===== src/cdq_pkg.sv =====
// Package for the circular deque: operation and status codes, controller states
// and the record of a transaction in flight. Has no dependencies.
`timescale 1ns / 1ps

package cdq_pkg;

   typedef enum logic [1:0] {
      OP_PUSH_FRONT = 2'd0,
      OP_PUSH_BACK  = 2'd1,
      OP_POP_FRONT  = 2'd2,
      OP_POP_BACK   = 2'd3
   } op_type;

   typedef enum logic [1:0] {
      ST_DONE  = 2'd0,
      ST_FULL  = 2'd1,
      ST_EMPTY = 2'd2
   } status_type;

   typedef enum logic {
      S_IDLE,
      S_BUSY
   } state_type;

   typedef struct packed {
      status_type  status;
      logic [31:0] popped;
      logic        pop_from_rd;
      logic        head_from_rd;
   } pend_type;

   localparam int REQ_DATA_W = 40;
   localparam int RSP_DATA_W = 72;

endpackage


===== src/circular_deque.sv =====
// Top level of the circular deque: ring memory, index and count registers,
// controller and result register. Depends on cdq_pkg.
`timescale 1ns / 1ps

// Each request transaction is one push or pop on a deque of DEPTH signed words.
// The memory is written or read in the cycle a request is accepted, and the
// result is formed in the next cycle from the registered read data of the
// single-port ring memory. The busy state is held for as long as the output
// register still holds a result that has not been taken. A new request is
// taken as soon as the controller is idle again, even while the last result
// still waits in the output register.
// Pushes into a full deque and pops from an empty one are refused with a
// status code and leave the state unchanged.
module circular_deque #(
   parameter int DEPTH = 8
) (
   input  logic                             clock,
   input  logic                             reset,
   input  logic                             req_tvalid,
   output logic                             req_tready,
   // Fields from bit 0: func[1:0], push_value[33:2], zero pad[39:34].
   input  logic [cdq_pkg::REQ_DATA_W-1:0]   req_tdata,
   output logic                             rsp_tvalid,
   input  logic                             rsp_tready,
   // Fields from bit 0: status[1:0], popped_value[33:2], count[37:34],
   // head_value[69:38], zero pad[71:70].
   output logic [cdq_pkg::RSP_DATA_W-1:0]   rsp_tdata
);

   localparam int IDX_W = (DEPTH > 1) ? $clog2(DEPTH) : 1;
   localparam int CNT_W = $clog2(DEPTH + 1);
   localparam logic [IDX_W-1:0] IDX_LAST = IDX_W'(DEPTH - 1);
   localparam logic [CNT_W-1:0] CNT_FULL = CNT_W'(DEPTH);

   logic [31:0] mem [DEPTH];

   cdq_pkg::state_type state_ff, state_in;
   logic [IDX_W-1:0]   head_ff, head_in, tail_ff, tail_in;
   logic [CNT_W-1:0]   fill_ff, fill_in;
   logic [31:0]        head_val_ff, head_val_in;
   cdq_pkg::pend_type  pend_ff, pend_in;
   logic [31:0]        rd_data_ff;
   logic               rsp_valid_ff, rsp_valid_in;
   logic [cdq_pkg::RSP_DATA_W-1:0] rsp_data_ff, rsp_data_in;

   logic               req_ok, load_out;
   logic               wr_en, rd_en;
   logic [IDX_W-1:0]   wr_addr, rd_addr;
   logic [IDX_W-1:0]   head_next, head_prev, tail_next, tail_prev;
   cdq_pkg::op_type    op;
   logic [31:0]        value;
   logic [31:0]        head_now, head_rep, popped_rep;
   logic [CNT_W+3:0]   cnt_ext;

   assign op    = cdq_pkg::op_type'(req_tdata[1:0]);
   assign value = req_tdata[33:2];
   assign req_ok = req_tvalid && req_tready;

   assign head_next = (head_ff == IDX_LAST) ? '0 : head_ff + IDX_W'(1);
   assign head_prev = (head_ff == '0) ? IDX_LAST : head_ff - IDX_W'(1);
   assign tail_next = (tail_ff == IDX_LAST) ? '0 : tail_ff + IDX_W'(1);
   assign tail_prev = (tail_ff == '0) ? IDX_LAST : tail_ff - IDX_W'(1);

   always_comb begin
      state_in = state_ff;
      case (state_ff)
         cdq_pkg::S_IDLE: begin
            if (req_ok) begin
               state_in = cdq_pkg::S_BUSY;
            end
         end
         cdq_pkg::S_BUSY: begin
            if (!rsp_valid_ff || rsp_tready) begin
               state_in = cdq_pkg::S_IDLE;
            end
         end
         default: state_in = cdq_pkg::S_IDLE;
      endcase
   end

   always_comb begin
      req_tready = 1'b0;
      load_out   = 1'b0;
      case (state_ff)
         cdq_pkg::S_IDLE: req_tready = 1'b1;
         cdq_pkg::S_BUSY: load_out = !rsp_valid_ff || rsp_tready;
         default: begin
            req_tready = 1'b0;
            load_out   = 1'b0;
         end
      endcase
   end

   always_comb begin
      head_in     = head_ff;
      tail_in     = tail_ff;
      fill_in     = fill_ff;
      head_val_in = head_val_ff;
      pend_in     = pend_ff;
      wr_en       = 1'b0;
      wr_addr     = head_prev;
      rd_en       = 1'b0;
      rd_addr     = head_next;
      if (req_ok) begin
         pend_in.status       = cdq_pkg::ST_DONE;
         pend_in.popped       = '0;
         pend_in.pop_from_rd  = 1'b0;
         pend_in.head_from_rd = 1'b0;
         case (op)
            cdq_pkg::OP_PUSH_FRONT: begin
               if (fill_ff == CNT_FULL) begin
                  pend_in.status = cdq_pkg::ST_FULL;
               end else begin
                  wr_en       = 1'b1;
                  wr_addr     = head_prev;
                  head_in     = head_prev;
                  fill_in     = fill_ff + CNT_W'(1);
                  head_val_in = value;
               end
            end
            cdq_pkg::OP_PUSH_BACK: begin
               if (fill_ff == CNT_FULL) begin
                  pend_in.status = cdq_pkg::ST_FULL;
               end else begin
                  wr_en   = 1'b1;
                  wr_addr = tail_ff;
                  tail_in = tail_next;
                  fill_in = fill_ff + CNT_W'(1);
                  if (fill_ff == '0) begin
                     head_val_in = value;
                  end
               end
            end
            cdq_pkg::OP_POP_FRONT: begin
               if (fill_ff == '0) begin
                  pend_in.status = cdq_pkg::ST_EMPTY;
               end else begin
                  pend_in.popped       = head_val_ff;
                  pend_in.head_from_rd = (fill_ff != CNT_W'(1));
                  rd_en   = 1'b1;
                  rd_addr = head_next;
                  head_in = head_next;
                  fill_in = fill_ff - CNT_W'(1);
               end
            end
            cdq_pkg::OP_POP_BACK: begin
               if (fill_ff == '0) begin
                  pend_in.status = cdq_pkg::ST_EMPTY;
               end else begin
                  pend_in.pop_from_rd = 1'b1;
                  rd_en   = 1'b1;
                  rd_addr = tail_prev;
                  tail_in = tail_prev;
                  fill_in = fill_ff - CNT_W'(1);
               end
            end
            default: pend_in.status = cdq_pkg::ST_DONE;
         endcase
      end else if (load_out && pend_ff.head_from_rd) begin
         head_val_in = rd_data_ff;
      end
   end

   always_comb begin
      head_now   = pend_ff.head_from_rd ? rd_data_ff : head_val_ff;
      head_rep   = (fill_ff == '0) ? '0 : head_now;
      popped_rep = pend_ff.pop_from_rd ? rd_data_ff : pend_ff.popped;
      cnt_ext    = {4'b0, fill_ff};
      rsp_data_in  = rsp_data_ff;
      rsp_valid_in = rsp_valid_ff && !rsp_tready;
      if (load_out) begin
         rsp_valid_in = 1'b1;
         rsp_data_in  = {2'b00, head_rep, cnt_ext[3:0], popped_rep, pend_ff.status};
      end
   end

   always_ff @(posedge clock) begin
      if (wr_en) begin
         mem[wr_addr] <= value;
      end
      if (rd_en) begin
         rd_data_ff <= mem[rd_addr];
      end
   end

   always_ff @(posedge clock) begin
      if (reset) begin
         state_ff     <= cdq_pkg::S_IDLE;
         head_ff      <= '0;
         tail_ff      <= '0;
         fill_ff      <= '0;
         rsp_valid_ff <= 1'b0;
      end else begin
         state_ff     <= state_in;
         head_ff      <= head_in;
         tail_ff      <= tail_in;
         fill_ff      <= fill_in;
         rsp_valid_ff <= rsp_valid_in;
      end
   end

   always_ff @(posedge clock) begin
      head_val_ff <= head_val_in;
      pend_ff     <= pend_in;
      rsp_data_ff <= rsp_data_in;
   end

   assign rsp_tvalid = rsp_valid_ff;
   assign rsp_tdata  = rsp_data_ff;

   a_fill_bound: assert property (@(posedge clock) disable iff (reset)
      fill_ff <= CNT_FULL)
      else $error("Fill count exceeds the deque depth.");

   a_accept_busy: assert property (@(posedge clock) disable iff (reset)
      req_ok |=> state_ff == cdq_pkg::S_BUSY)
      else $error("Accepted transaction did not start processing.");

   a_busy_result: assert property (@(posedge clock) disable iff (reset)
      load_out |=> rsp_valid_ff && state_ff == cdq_pkg::S_IDLE)
      else $error("Finished transaction did not reach the result register.");

   a_tail_track: assert property (@(posedge clock) disable iff (reset)
      (fill_ff == '0) |-> head_ff == tail_ff)
      else $error("Head and tail differ on an empty deque.");

endmodule


===== config.mk =====
export PLATFORM = sky130hd
export DESIGN_NAME = circular_deque
export DESIGN_NICKNAME = d
export VERILOG_FILES = /design/src/cdq_pkg.sv /design/src/circular_deque.sv
export SDC_FILE = /design/constraint.sdc
export NUM_CORES = 1
export LEC_CHECK = 0
export BUFFER_PORTS_ARGS = -buffer_cell sky130_fd_sc_hd__buf_2
export CORE_ASPECT_RATIO = 0.9
export CORE_MARGIN = 10
export CORE_UTILIZATION = 45
export CTS_BUF_LIST = sky130_fd_sc_hd__clkbuf_4 sky130_fd_sc_hd__clkbuf_8
export CTS_CLUSTER_SIZE = 12
export DETAILED_ROUTE_END_ITERATION = 8
export GPL_TIMING_DRIVEN = 0
export SLEW_MARGIN = 40
export SYNTH_ARGS = -nofsm -noshare
export SYNTH_HDL_FRONTEND = slang
export SYNTH_SLANG_ARGS = --single-unit

===== constraint.sdc =====
create_clock -name clock -period 6.9 [get_ports clock]
set_clock_uncertainty 0.05 [all_clocks]
set_input_delay 1.38 -clock clock [delete_from_list [all_inputs] [get_ports clock]]
set_output_delay 1.38 -clock clock [all_outputs]
set_load 0.01 [all_outputs]

After elaboration in Yosys (flattened, before gate mapping):

Memories as Yosys holds them, arrays and structs flattened. A register that Yosys moved wholly into a read port is not among the register bits.
Cells that the tools add are included.

* add/sub/neg operators: 6
* multiply operators: 0
* div/mod/pow operators: 0
* order comparisons: 0
* eq/ne operators: 17
* shift-type cells: 0
* mux-type cells: 44
* bitwise logic cells: 2
* reductions and logical operators: 20

Operators with widths (count)
* two-way mux 32 bit: 7
* case mux 32 bit (2 select lines): 1
* two-way mux 3 bit: 14
* two-way mux 1 bit: 14
* != test 2 bit, second input constant: 6
* case mux 3 bit (2 select lines): 2
* != test 3 bit, second input constant: 3
* two-way mux 4 bit: 2
* case mux 4 bit (2 select lines): 1
* AND reduction 4 bit: 2
* adder 3 x 1 -> 3 bit, second input constant: 2
* == test 3 bit, second input constant: 2
* logical NOT 3 bit: 2
* nonzero test 2 bit: 3
* OR reduction 2 bit: 3
* subtractor 3 x 1 -> 3 bit, second input constant: 2
* AND reduction 5 bit: 1
* adder 4 x 1 -> 4 bit, second input constant: 1
* == test 2 bit, second input constant: 2
* == test 4 bit, second input constant: 1
* logical NOT 4 bit: 1
* != test 4 x 1 -> 1 bit, second input constant: 1
* case mux 2 bit (2 select lines): 1
* subtractor 4 x 1 -> 4 bit, second input constant: 1
* 10 further kinds: 14

* register bits: 150
* latch bits: 0
* bits in writable memories: 256
* bits in read-only memories: 0
* bits of input ports: 44
* output and inout bits: 74
* memories kept: 1

Memory list
* mem: depth 8, width 32, read ports 1, clocked after Yosys merged registers in 1, wr ports 1, RTL line circular_deque.sv:35 `logic [31:0] mem [DEPTH];`

Logic depth before layout (Yosys ltp):

* word-level depth: 6
* mapped depth: 11
* depth with buffers taken out: 7

Worst setup path after synthesis:

Ideal clock, no wire load.

* path kind: input -> register
* start: input rsp_tready
* end: register head_val_ff[0], enable pin
* library setup time: 0.392 ns
* arrival: 6.119 ns
* data required time: 6.458 ns
* path slack: 0.340 ns
* stages: 3
* path buffers: 0
* cell sequence: inv_1 -> a21oi_1 -> a22o_1

* word-level cells in the longest chain between the ends: 5

Ends and longest elaborated chain
* start, declared: RTL line circular_deque.sv:24 `input logic rsp_tready,`
* logical OR 1 bit: RTL line circular_deque.sv:86 `cdq_pkg::S_BUSY: load_out = !rsp_valid_ff || rsp_tready;`
* two-way mux 1 bit: RTL line circular_deque.sv:84 `case (state_ff)`
* logical AND 1 bit: RTL line circular_deque.sv:159 `end else if (load_out && pend_ff.head_from_rd) begin`
* nonzero test 2 bit (no source line)
* AND reduction 5 bit (no source line)
* end signal, assigned: RTL line circular_deque.sv:203 `head_val_ff <= head_val_in;`
* end, declared: RTL line circular_deque.sv:40 `logic [31:0] head_val_ff, head_val_in;`

Every way passes these cells.
A chain may end at the register's enable or synchronous reset.

Worst setup path after layout:

* start: register fill_ff[0]
* end: register rd_data_ff[7] (read register of mem), data pin

* word-level cells in the longest chain between the ends: 4
* elaborated cells on any way between the ends: 7

Ends and longest elaborated chain
* start, declared: RTL line circular_deque.sv:39 `logic [CNT_W-1:0] fill_ff, fill_in;`
* start signal, assigned: RTL line circular_deque.sv:197 `fill_ff <= fill_in;`
* logical NOT 4 bit (*): RTL line circular_deque.sv:135, circular_deque.sv:147
* two-way mux 3 bit or two-way mux 1 bit (tied branches): RTL line circular_deque.sv:147, circular_deque.sv:135
* two-way mux 3 bit or two-way mux 1 bit (tied branches)
* two-way mux 3 bit or two-way mux 1 bit (tied branches): RTL line circular_deque.sv:104 `if (req_ok) begin`
* end, declared: RTL line circular_deque.sv:42 `logic [31:0] rd_data_ff;`

Every way passes the cells marked *; elsewhere a longest branch is shown, timed or not.

==> report_table.html <==
<table>
<tr><th>Metric</th><th>Value</th></tr>
<tr><th colspan="2">Run status</th></tr>
<tr><td>Outcome</td><td>completed</td></tr>
<tr><th colspan="2">Yosys</th></tr>
<tr><td>Share of the yosys chip area belonging to registers</td><td>73.7%</td></tr>
<tr><td>Number of instances in the synthesized netlist</td><td>1120</td></tr>
<tr><td>Syn avg cell area</td><td>15.8 sq um</td></tr>
<tr><td>Synth async-reset ratio</td><td>0%</td></tr>
<tr><td>Top_reg_cell synth</td><td>edfxtp_1</td></tr>
<tr><td>Total of warnings raised by yosys</td><td>0</td></tr>
<tr><td>Number of storage elements in the synthesis netlist</td><td>438</td></tr>
<tr><td>Unique cell type count in the Yosys netlist</td><td>50</td></tr>
<tr><td>Number of enable-type register cells in the synthesized netlist</td><td>426</td></tr>
<tr><td>Mapped cell area</td><td>17700 sq um</td></tr>
<tr><th colspan="2">Finish</th></tr>
<tr><td>Final core utilization</td><td>53.8%</td></tr>
<tr><td>Number of filler cells placed in the layout</td><td>3147</td></tr>
<tr><td>Total Nets Final</td><td>1407</td></tr>
<tr><td>Register area</td><td>13000 sq um</td></tr>
<tr><td>Fraction of layout cells with a size suffix above 1</td><td>24.5%</td></tr>
<tr><td>Number of cells in the finished layout apart from fillers</td><td>1934</td></tr>
<tr><td>Area Growth Syn to Fin</td><td>17.3%</td></tr>
<tr><td>Area of the multi-input gates</td><td>4310 sq um</td></tr>
<tr><td>Area of all placed cells without fillers</td><td>20700 sq um</td></tr>
<tr><th colspan="2">Timing</th></tr>
<tr><td>Top achievable clock speed</td><td>247 MHz</td></tr>
<tr><td>Post-layout worst setup margin</td><td>2.85 ns</td></tr>
<tr><td>Portion of the clock cycle consumed by the worst path in the final layout</td><td>58.6%</td></tr>
<tr><td>Unrepaired setup endpoints after global routing</td><td>false</td></tr>
<tr><td>Number of failing hold endpoints at the final stage</td><td>0</td></tr>
<tr><td>Total negative slack</td><td>0 ns</td></tr>
<tr><td>Hold WS</td><td>0.381 ns</td></tr>
<tr><td>Final number of setup-violating endpoints</td><td>0</td></tr>
<tr><td>Time the worst path needs with I/O delays and setup</td><td>4.05 ns</td></tr>
<tr><td>Max Slew Vio Count</td><td>0</td></tr>
<tr><td>Slew at the pin closest to its max-slew limit</td><td>0.819 ns</td></tr>
<tr><td>Max-slew headroom at the worst pin</td><td>45.1%</td></tr>
<tr><th colspan="2">CTS</th></tr>
<tr><td>Number of buffers added to fix hold violations after cts</td><td>0</td></tr>
<tr><td>Number of clock buffers inserted by TritonCTS</td><td>73</td></tr>
<tr><td>CTS tree</td><td>yes</td></tr>
<tr><td>Maximum clock insertion buffer count</td><td>3</td></tr>
<tr><td>Clock slew seen by the registers of the worst setup and hold paths</td><td>0.06 ns</td></tr>
<tr><td>Post-CTS setup-driven buffer insertion count</td><td>0</td></tr>
<tr><td>Post-cts resize count</td><td>0</td></tr>
<tr><td>Clock net sink count</td><td>438</td></tr>
<tr><td>Buffer type at the clock tree root</td><td>clkbuf_8</td></tr>
<tr><td>Clock insertion delay at the later pin of the skew report</td><td>0.62 ns</td></tr>
<tr><td>Maximum level of the CTS H-tree</td><td>3</td></tr>
<tr><th colspan="2">Place</th></tr>
<tr><td>HPWL Detailed</td><td>30100 microns</td></tr>
<tr><td>Instance area at placement</td><td>19300 sq um</td></tr>
<tr><td>Routability Congestion</td><td>0.808</td></tr>
<tr><td>Cell total after placement</td><td>1802</td></tr>
<tr><td>Placement-stage worst setup slack</td><td>2.37 ns</td></tr>
<tr><td>Port-buffer cells</td><td>108</td></tr>
<tr><th colspan="2">Pwr</th></tr>
<tr><td>Switching Power</td><td>1.57 mW</td></tr>
<tr><td>Share of total power in combinational logic</td><td>12.2%</td></tr>
<tr><td>Clock Power Share</td><td>36.1%</td></tr>
<tr><td>Worst-case vdd ir drop</td><td>0.131 mV</td></tr>
<tr><td>Power density cells</td><td>296 nW/um^2</td></tr>
<tr><td>Internal Power</td><td>4.56 mW</td></tr>
<tr><td>Leakage Power</td><td>7.12 nW</td></tr>
<tr><td>Seq pwr share</td><td>51.7%</td></tr>
<tr><td>Overall power consumption</td><td>6.14 mW</td></tr>
<tr><td>Switching power share of the total</td><td>25.6%</td></tr>
<tr><th colspan="2">Critical path</th></tr>
<tr><td>Delay of the slowest cell on the worst path</td><td>0.72 ns</td></tr>
<tr><td>Crit path arrival time</td><td>4.29 ns</td></tr>
<tr><td>Crit. End Element</td><td>flop</td></tr>
<tr><td>Highest net fanout along the worst path</td><td>10</td></tr>
<tr><td>Critical path, cell by cell</td><td>inv_1 &gt; ha_1 &gt; nor3b_1 &gt; nor2_1 &gt; a31oi_1 &gt; clkbuf_1 &gt; a211oi_1 &gt; a2111oi_1</td></tr>
<tr><td>Critical path data required time</td><td>7.15 ns</td></tr>
<tr><td>Startpoint kind of the worst setup timing path</td><td>flop</td></tr>
<tr><td>Highest-delay cell along the critical path</td><td>a31oi_1</td></tr>
<tr><td>Crit path kind</td><td>flop to flop</td></tr>
<tr><th colspan="2">Drt</th></tr>
<tr><td>Initial detailed-routing violation count</td><td>1019</td></tr>
<tr><td>Count of TritonRoute iterations in the first routing pass</td><td>5</td></tr>
<tr><td>Number of vias per cell after detailed routing</td><td>5.33</td></tr>
<tr><td>DR vias</td><td>10300</td></tr>
<tr><td>Post-route antenna net violation count</td><td>0</td></tr>
<tr><td>Wirelength, routed</td><td>42400 microns</td></tr>
<tr><td>DR WL/cell</td><td>21.9 microns</td></tr>
<tr><td>Residual DRC count</td><td>0</td></tr>
<tr><th colspan="2">Min path</th></tr>
<tr><td>Path type of the worst min-delay path</td><td>flop to flop</td></tr>
<tr><th colspan="2">GRT</th></tr>
<tr><td>Number of antenna violations at the first check in global routing</td><td>4</td></tr>
<tr><td>Global-route total usage across every layer</td><td>17.5%</td></tr>
<tr><td>Maximum number of pins on one net before global-route repair</td><td>42</td></tr>
<tr><td>Global-route wire length before repair</td><td>64500 microns</td></tr>
<tr><td>Total global routing overflow</td><td>0</td></tr>
<tr><td>Via count of the first global-routing pass</td><td>10400</td></tr>
<tr><th colspan="2">Floorplanning</th></tr>
<tr><td>Number of top-level design ports</td><td>118</td></tr>
<tr><td>Num rows</td><td>68</td></tr>
<tr><td>Initial cell density of the core</td><td>45.9%</td></tr>
<tr><td>DIE AREA</td><td>47600 sq um</td></tr>
<tr><td>Floorplan core area</td><td>38500 sq um</td></tr>
<tr><td>Die Width</td><td>229 microns</td></tr>
<tr><td>Overall die height</td><td>208 microns</td></tr>
<tr><th colspan="2">Run</th></tr>
<tr><td>Reported max-cap violation count</td><td>0</td></tr>
</table>
-- layer usage --
metal  part of all wire (%)  GRT usage [%]  up-vias
met5                  0.016              0        -
li1                       -              -     4814
met3                    6.9           4.50       80
met1                     47           25.2     5087
met2                     44           25.4      324
met4                    2.4           5.87        2
-- area by class of cell --
class                           count  share of cell area [%]
Sequential cell                   438                    62.9
Multi-Input combinational cell    595                    20.8
Clock buffer                       99                    5.91
Timing Repair Buffer              156                    4.39
Tap cell                          525                    3.17
Buffer                             77                    1.82
Clock inverter                     30                   0.863
Inverter                           11                   0.199
Antenna cell                        3                  0.0362
-- final timing paths --
| check | startpoint | to | slack (ns) | depth (start not counted) |
|---|---|---|---|---|
| worst max-delay path | fill_ff[0] | rd_data_ff[7] | 2.85 | 8 |
| worst min-delay path | pend_ff[34] | rsp_tdata[0] | 0.38 | 0 |
| worst min register to register | pend_ff[34] | rsp_tdata[0] | 0.38 | 0 |
| worst max register to register | fill_ff[0] | rd_data_ff[7] | 2.85 | 8 |
-- cells in the mapped netlist, drive strengths merged (11+ instances only) --
cell	instances	area [sq um]
dfxtp	12	240
mux2i	69	691
nor3	13	65.1
edfxtp	426	12800
ha	11	138
mux2	35	394
nand2	103	387
and2	34	213
nor2	49	184
a211oi	101	758
buf	32	204
nor3b	97	728
a2111oi	32	317
clkbuf	45	169
-- placed cells by master, fill, tap and decap left out, types with 2 or more instances in the layout --
cell type and n:
xnor2_1 5, a2111oi_1 29, buf_12 3, clkinv_2 7, nand2_1 103, a2111oi_0 3
mux2i_1 69, nor2b_1 4, nor2_1 49, inv_1 9, a21oi_1 6, buf_6 3
dfxtp_1 12, clkbuf_8 77, nor3_1 5, ha_1 11, mux2_2 35, nand2b_1 3
diode_2 3, a31oi_1 2, o31a_1 2, xor2_1 2, buf_8 3, conb_1 2
buf_2 142, buf_4 27, clkbuf_1 44, a211oi_1 101, buf_1 9, nor3b_1 97
clkinv_1 16, o21ai_0 4, nor3_2 8, a21oi_4 2, clkbuf_4 23, nand3b_1 2
and2_1 34, edfxtp_1 426, clkinvlp_4 5
-- critical path: cells and delay by family (launching register included) --
| family | cells | cell delay (ns) |
|---|---|---|
| adders and majority gates | 1 | 0.22 |
| and+or+nand+nor | 2 | 0.84 |
| buffers and inverters | 2 | 0.66 |
| AOI/OAI and AO/OA | 3 | 1.58 |
| DFF | 1 | 0.38 |
-- power by group through the flow --
stage / combinational [mW] / clock (mW) / sequential, mW
3_5_place_dp: 0.750 / 0 / 3.22
3_3_place_gp: 0.710 / 0 / 3.23
5_1_grt: 0.822 / 2.38 / 3.18
4_1_cts: 0.753 / 2.26 / 3.17
2_1_floorplan: 0.436 / 0 / 3.23
6_report: 0.749 / 2.22 / 3.17
-- cells by family after synthesis --
group / after synthesis / share of synthesized area, %
compound gates: 155 / 6.91
other cells: 1 / 0.0212
mux: 104 / 6.14
xor+xnor: 7 / 0.347
buf+inv: 88 / 2.34
flops: 438 / 73.7
fa+ha+maj: 11 / 0.778
simple gates: 316 / 9.75
-- sequential cells by signal, indices dropped and copies added (netlist names), 3 cells and up --
signal,cells
mem,256
rsp_tdata,70
pend_ff,36
head_val_ff,32
rd_data_ff,32
fill_ff,4
head_ff,3
tail_ff,3
Power figures use the tool's default switching activity.
